**src/sv/srpc_pkg.sv**
```systemverilog
`timescale 1ns / 1ps

package srpc_pkg;

   // Parser phases
   typedef enum logic [2:0] {
      PH_OPEN   = 3'd0,
      PH_FIRST  = 3'd1,
      PH_RHOST  = 3'd2,
      PH_RCOMMA = 3'd3,
      PH_LOCAL  = 3'd4,
      PH_DSTART = 3'd5,
      PH_DOM    = 3'd6
   } phase_type;

   // Status codes
   localparam logic [3:0] ST_PENDING    = 4'd0;
   localparam logic [3:0] ST_PATH_OK    = 4'd1;
   localparam logic [3:0] ST_NULL_PATH  = 4'd2;
   localparam logic [3:0] ST_QUOTED     = 4'd3;
   localparam logic [3:0] ST_NO_OPEN    = 4'd4;
   localparam logic [3:0] ST_NO_COLON   = 4'd5;
   localparam logic [3:0] ST_NO_AT      = 4'd6;
   localparam logic [3:0] ST_NO_DOMAIN  = 4'd7;
   localparam logic [3:0] ST_BAD_DOMAIN = 4'd8;
   localparam logic [3:0] ST_NO_CLOSE   = 4'd9;

   // Characters
   localparam logic [7:0] CH_NUL   = 8'h00;
   localparam logic [7:0] CH_LT    = 8'h3C;
   localparam logic [7:0] CH_GT    = 8'h3E;
   localparam logic [7:0] CH_QUOTE = 8'h22;
   localparam logic [7:0] CH_AT    = 8'h40;
   localparam logic [7:0] CH_COLON = 8'h3A;
   localparam logic [7:0] CH_COMMA = 8'h2C;
   localparam logic [7:0] CH_DOT   = 8'h2E;
   localparam logic [7:0] CH_DASH  = 8'h2D;

   typedef struct packed {
      phase_type  phase;
      logic [7:0] length;
      logic       settled;
      logic [3:0] held;
   } parse_state_type;

   typedef struct packed {
      logic [3:0] status;
      logic       verdict_now;
      logic [7:0] path_length;
   } result_type;

   localparam parse_state_type RESET_STATE = '{
      phase:   PH_OPEN,
      length:  8'd0,
      settled: 1'b0,
      held:    ST_PENDING
   };

   function automatic logic is_alnum(logic [7:0] c);
      return (c >= 8'h30 && c <= 8'h39) || (c >= 8'h41 && c <= 8'h5A) ||
             (c >= 8'h61 && c <= 8'h7A);
   endfunction

   function automatic logic is_atext(logic [7:0] c);
      return is_alnum(c) || c == 8'h21 || (c >= 8'h23 && c <= 8'h27) ||
             c == 8'h2A || c == 8'h2B || c == CH_DASH || c == 8'h2F ||
             c == 8'h3D || c == 8'h3F || (c >= 8'h5E && c <= 8'h60) ||
             (c >= 8'h7B && c <= 8'h7E);
   endfunction

   function automatic logic is_host(logic [7:0] c);
      return is_alnum(c) || c == CH_DASH || c == CH_DOT;
   endfunction

   // One parser step on one character
   function automatic parse_state_type feed_char(parse_state_type s, logic [7:0] c,
                                                 logic [7:0] limit);
      parse_state_type n;
      logic            take;
      phase_type       nxt;
      logic            stop;
      logic [3:0]      code;
      n    = s;
      take = 1'b0;
      nxt  = s.phase;
      stop = 1'b0;
      code = ST_PENDING;
      case (s.phase)
         PH_FIRST: begin
            if (c == CH_GT) begin
               n.length = 8'd0;
               stop     = 1'b1;
               code     = ST_NULL_PATH;
            end else if (c == CH_QUOTE) begin
               stop = 1'b1;
               code = ST_QUOTED;
            end else if (c == CH_AT) begin
               take = 1'b1;
               nxt  = PH_RHOST;
            end else if (is_atext(c)) begin
               take = 1'b1;
               nxt  = PH_LOCAL;
            end else begin
               stop = 1'b1;
               code = ST_NO_AT;
            end
         end
         PH_RHOST: begin
            if (is_host(c)) begin
               take = 1'b1;
               nxt  = PH_RHOST;
            end else if (c == CH_COMMA) begin
               take = 1'b1;
               nxt  = PH_RCOMMA;
            end else if (c == CH_COLON) begin
               take = 1'b1;
               nxt  = PH_LOCAL;
            end else begin
               stop = 1'b1;
               code = ST_NO_COLON;
            end
         end
         PH_RCOMMA: begin
            if (c == CH_AT) begin
               take = 1'b1;
               nxt  = PH_RHOST;
            end else begin
               stop = 1'b1;
               code = ST_NO_COLON;
            end
         end
         PH_LOCAL: begin
            if (c == CH_AT) begin
               take = 1'b1;
               nxt  = PH_DSTART;
            end else if (is_atext(c)) begin
               take = 1'b1;
               nxt  = PH_LOCAL;
            end else begin
               stop = 1'b1;
               code = ST_NO_AT;
            end
         end
         PH_DSTART: begin
            if (c == CH_NUL) begin
               stop = 1'b1;
               code = ST_NO_DOMAIN;
            end else if (is_alnum(c)) begin
               take = 1'b1;
               nxt  = PH_DOM;
            end else begin
               stop = 1'b1;
               code = ST_BAD_DOMAIN;
            end
         end
         PH_DOM: begin
            if (is_host(c)) begin
               take = 1'b1;
               nxt  = PH_DOM;
            end else if (c == CH_GT) begin
               stop = 1'b1;
               code = ST_PATH_OK;
            end else begin
               stop = 1'b1;
               code = ST_NO_CLOSE;
            end
         end
         default: begin
            if (c == CH_LT) begin
               n.phase = PH_FIRST;
            end else begin
               stop = 1'b1;
               code = ST_NO_OPEN;
            end
         end
      endcase
      if (take) begin
         n.phase = nxt;
         if (s.length < limit) begin
            n.length = s.length + 8'd1;
         end
      end
      if (stop) begin
         n.settled = 1'b1;
         n.held    = code;
      end
      return n;
   endfunction

endpackage

```
**src/sv/srpc_step.sv**
```systemverilog
`timescale 1ns / 1ps

module srpc_step (
   input  srpc_pkg::parse_state_type state_cur,
   input  logic [7:0]                char_in,
   input  logic                      last_byte,
   input  logic [7:0]                len_limit,
   output srpc_pkg::parse_state_type state_nxt,
   output srpc_pkg::result_type      result
);

   srpc_pkg::parse_state_type after_char;
   srpc_pkg::parse_state_type after_end;

   // Feed the byte, then an end of string on the last byte if still open
   always_comb begin
      after_char = state_cur.settled ? state_cur
                                     : srpc_pkg::feed_char(state_cur, char_in, len_limit);
      after_end  = (!after_char.settled && last_byte)
                 ? srpc_pkg::feed_char(after_char, srpc_pkg::CH_NUL, len_limit)
                 : after_char;
   end

   always_comb begin
      if (after_end.settled) begin
         result.status      = after_end.held;
         result.verdict_now = !state_cur.settled;
         result.path_length = (after_end.held == srpc_pkg::ST_PATH_OK) ? after_end.length
                                                                       : 8'd0;
      end else begin
         result.status      = srpc_pkg::ST_PENDING;
         result.verdict_now = 1'b0;
         result.path_length = 8'd0;
      end
      state_nxt = last_byte ? srpc_pkg::RESET_STATE : after_end;
   end

endmodule

```
**config.mk**
```make
export PLATFORM = sky130hd
export DESIGN_NAME = srpc_step
export DESIGN_NICKNAME = d
export VERILOG_FILES = /design/src/sv/srpc_pkg.sv /design/src/sv/srpc_step.sv
export SDC_FILE = /design/constraint.sdc
export NUM_CORES = 1
export LEC_CHECK = 0
export CORE_UTILIZATION = 40
export DETAILED_ROUTE_END_ITERATION = 7
export DONT_BUFFER_PORTS = 1
export GPL_TIMING_DRIVEN = 0
export PLACE_DENSITY_LB_ADDON = 0.1
export SLEW_MARGIN = 25
export SYNTH_ARGS = -nofsm -noshare
export SYNTH_HDL_FRONTEND = slang
export SYNTH_SLANG_ARGS = --single-unit
```
**constraint.sdc**
```tcl
create_clock -name vclk -period 7.9
set_input_delay 0.395 -clock vclk [all_inputs]
set_output_delay 0.395 -clock vclk [all_outputs]
set_load 0.005 [all_outputs]
```
==> summary.md <==
| Metric | Value |
|---|---|
| Number of clock buffers in the layout | `0` |
| First-pass GRT wire length | `7510 um` |
| Die H | `63.5 um` |
| Ports | `a little over 60` |
| Pwr Total | `83.4 uW` |
| Die area | `~4000 um2` |
| # DRC | `0` |
| Post-cts resize count | `0` |
| Final setup vio count | `0` |
| DR pass1 iterations | `4` |
| Most frequent cells in the layout | `nor2_1 (37), a21oi_1 (22), nand2_1 (19), o21ai_0 (15), inv_1 (14)` |
| Hold Vio Cnt, Final | `0` |
| Syn Nets | `286` |
| Rows | `21` |
| Mean Syn Cell Area | `6.17 um2` |
| Syn. warnings | `0` |
| Fin crit period | `3640 ps` |
| Max-cap viol count | `0` |
| TNS Setup | `0 ps` |
| Routing usage on met2 | `a little over a third` |
| DP HPWL | `3600 um` |
| Multi-input combinational cell area | `1400 um2` |
| Initial drt markers | `approximately 120` |
| Layout cells sized above 1 | `10.2%` |
| Synth top area share | `9.18%` |
| Worst path slowest cell | `nor4_4` |
| Post-DRT Antenna Nets | `0` |
| Filler Cell Count | `395` |
| Leading area contributor after synthesis | `nor2_1` |
| Busiest grt layer | `met2` |
| Vias | `1834` |
| Crit-path cells | `clkbuf_1 > nand2_1 > o221ai_2 > o2111ai_1 > nor4_4 > a21o_1 > mux2_2 > o21ai_0 > nand4_4 > nor2_1` |
| Final-stage net count | `288` |
| Setup CP Type | `in2out` |
| Sequential area share after synthesis | `0%` |
| Syn Inst Count | `245` |
| Slew Limit Fails | `0` |
| Placed cell areas | `1570 um2` |
| Outcome | `completed` |
| Largest net degree at the start of global routing | `11` |
| Post-route clock period utilization | `a little under half` |
| Unrepaired setup endpoints after global routing | `false` |
| M1 GR Usage | `32.3%` |
| Final instance area | `between 1500 and 2000 um2` |
| Initial core utilization | `approximately 44%` |
| Inserted Diodes | `0` |
| Detailed-route wire length | `between 4000 and 5000 um` |
| Most common cell after layout, fill and taps aside | `nor2_1` |
| Worst EP required | `7510 ps` |
| Gp weighted congestion | `0.876` |
| Layout area overhead | `3.81%` |
| Cts-stage hold buffer count | `0` |
| Post-CTS Setup Inserts | `0` |
| Crit start category | `input pin` |
| Worst Tran Pin Value | `728 ps` |
| Netlist cell types | `56` |
| Largest stage delay on the critical path | `slightly below 400 ps` |
| Maximum fanout along the worst path | `10` |
| Initial antenna violation count | `0` |
| Worst path arrival time | `3240 ps` |
| Count of input and output buffers | `0` |
| Register area | `0 um2` |
| GR Util All Layers | `22.1%` |
| GR Util met3 | `2.17%` |
| Die X | `63.5 um` |
| Remaining Overflow, GRT | `0` |
| Top post-synthesis cells by area | `nor2_1 (9.2%), a21oi_1 (7.3%), ha_1 (6.6%), o21ai_0 (5.0%), nand2_1 (4.7%)` |
| P per Cell Area | `about 53 nW/um2` |
| Max VDD drop | `around 19 uV` |
| Class of the worst hold path | `in2out` |
| CORE AREA | `3470 um2` |
| CP endpoint kind | `output pin` |
| Max_slew headroom | `around 50%` |
| Vias in the first global route | `1599` |
| Vias per cell | `6.30` |
| Average wire per standard cell | `around 15 um` |
| Max frequency | `approximately 0.28 GHz` |
| Sequential cell count | `0` |
| Synthesized area | `1510 um2` |
| Leak Pwr | `0.566 nW` |
==> worst paths after layout <==
path                     start      endpoint  slack (ps)  depth (start not counted)
setup / recovery    char_in[3]     result[7]        4260                         10
hold / removal    state_cur[0]  state_nxt[0]         920                          2
==> power by group <==
group	internal (mW)	switching [mW]	total, mW
clock	0	0	0
combinational	0.0316	0.0518	0.0834
sequential	0	0	0
==> per-layer routing <==
metal | vias to the layer above | share of wire (%)
li1 | 930 | -
met1 | 813 | 46
met2 | 89 | 45
met3 | 2 | 8.6
met4 | 0 | 0.36
met5 | - | 0
==> area by class of cell <==
cell class / instances / area share, %
Inverter: 14 / 3.35
Buffer: 13 / 3.90
Tap cell: 46 / 3.67
Multi-Input combinational cell: 218 / 89.1
==> worst max-delay path, delay by kind of cell <==
kind | cells | cell delay (ps)
buffers and inverters | 1 | 320
AO/OA/AOI/OAI | 4 | 1090
multiplexers | 1 | 340
AND/OR/NAND/NOR | 4 | 1100
==> cells in the mapped netlist, types with 4 or more instances <==
cell / number
nand2_1: 19
nor2_1: 37
nand3_1: 12
ha_1: 8
or3_1: 5
or2_2: 4
nand2b_1: 6
clkbuf_1: 8
and3_1: 4
nor2b_1: 5
o21ai_0: 15
nand4_1: 4
inv_1: 14
buf_2: 4
a211oi_1: 6
nor4_1: 5
a21oi_1: 22
o31a_1: 4
==> stage by stage <==
step                      hold slack [ps]  cells  setup WS, ps  utilization [%]
final                                 918    291          4260             45.3
after global routing                  924    291          3970             45.3
after CTS                             917    291          4300             45.3
after detailed placement              914    291          4310             45.3
after global placement                914    291          4280             45.3
after floorplan                       902    245          4700                -
==> kinds of logic (layout without fill, tap and decap cells) <==
logic type / Yosys count / after routing / share of synthesized area (%)
compound gates: 80 / 80 / 36.7
xor+xnor: 3 / 3 / 1.74
fa+ha+maj: 8 / 8 / 6.62
buf+inv: 27 / 27 / 7.53
mux: 3 / 3 / 2.15
simple gates: 124 / 124 / 45.2
Power figures use the tool's default switching activity.
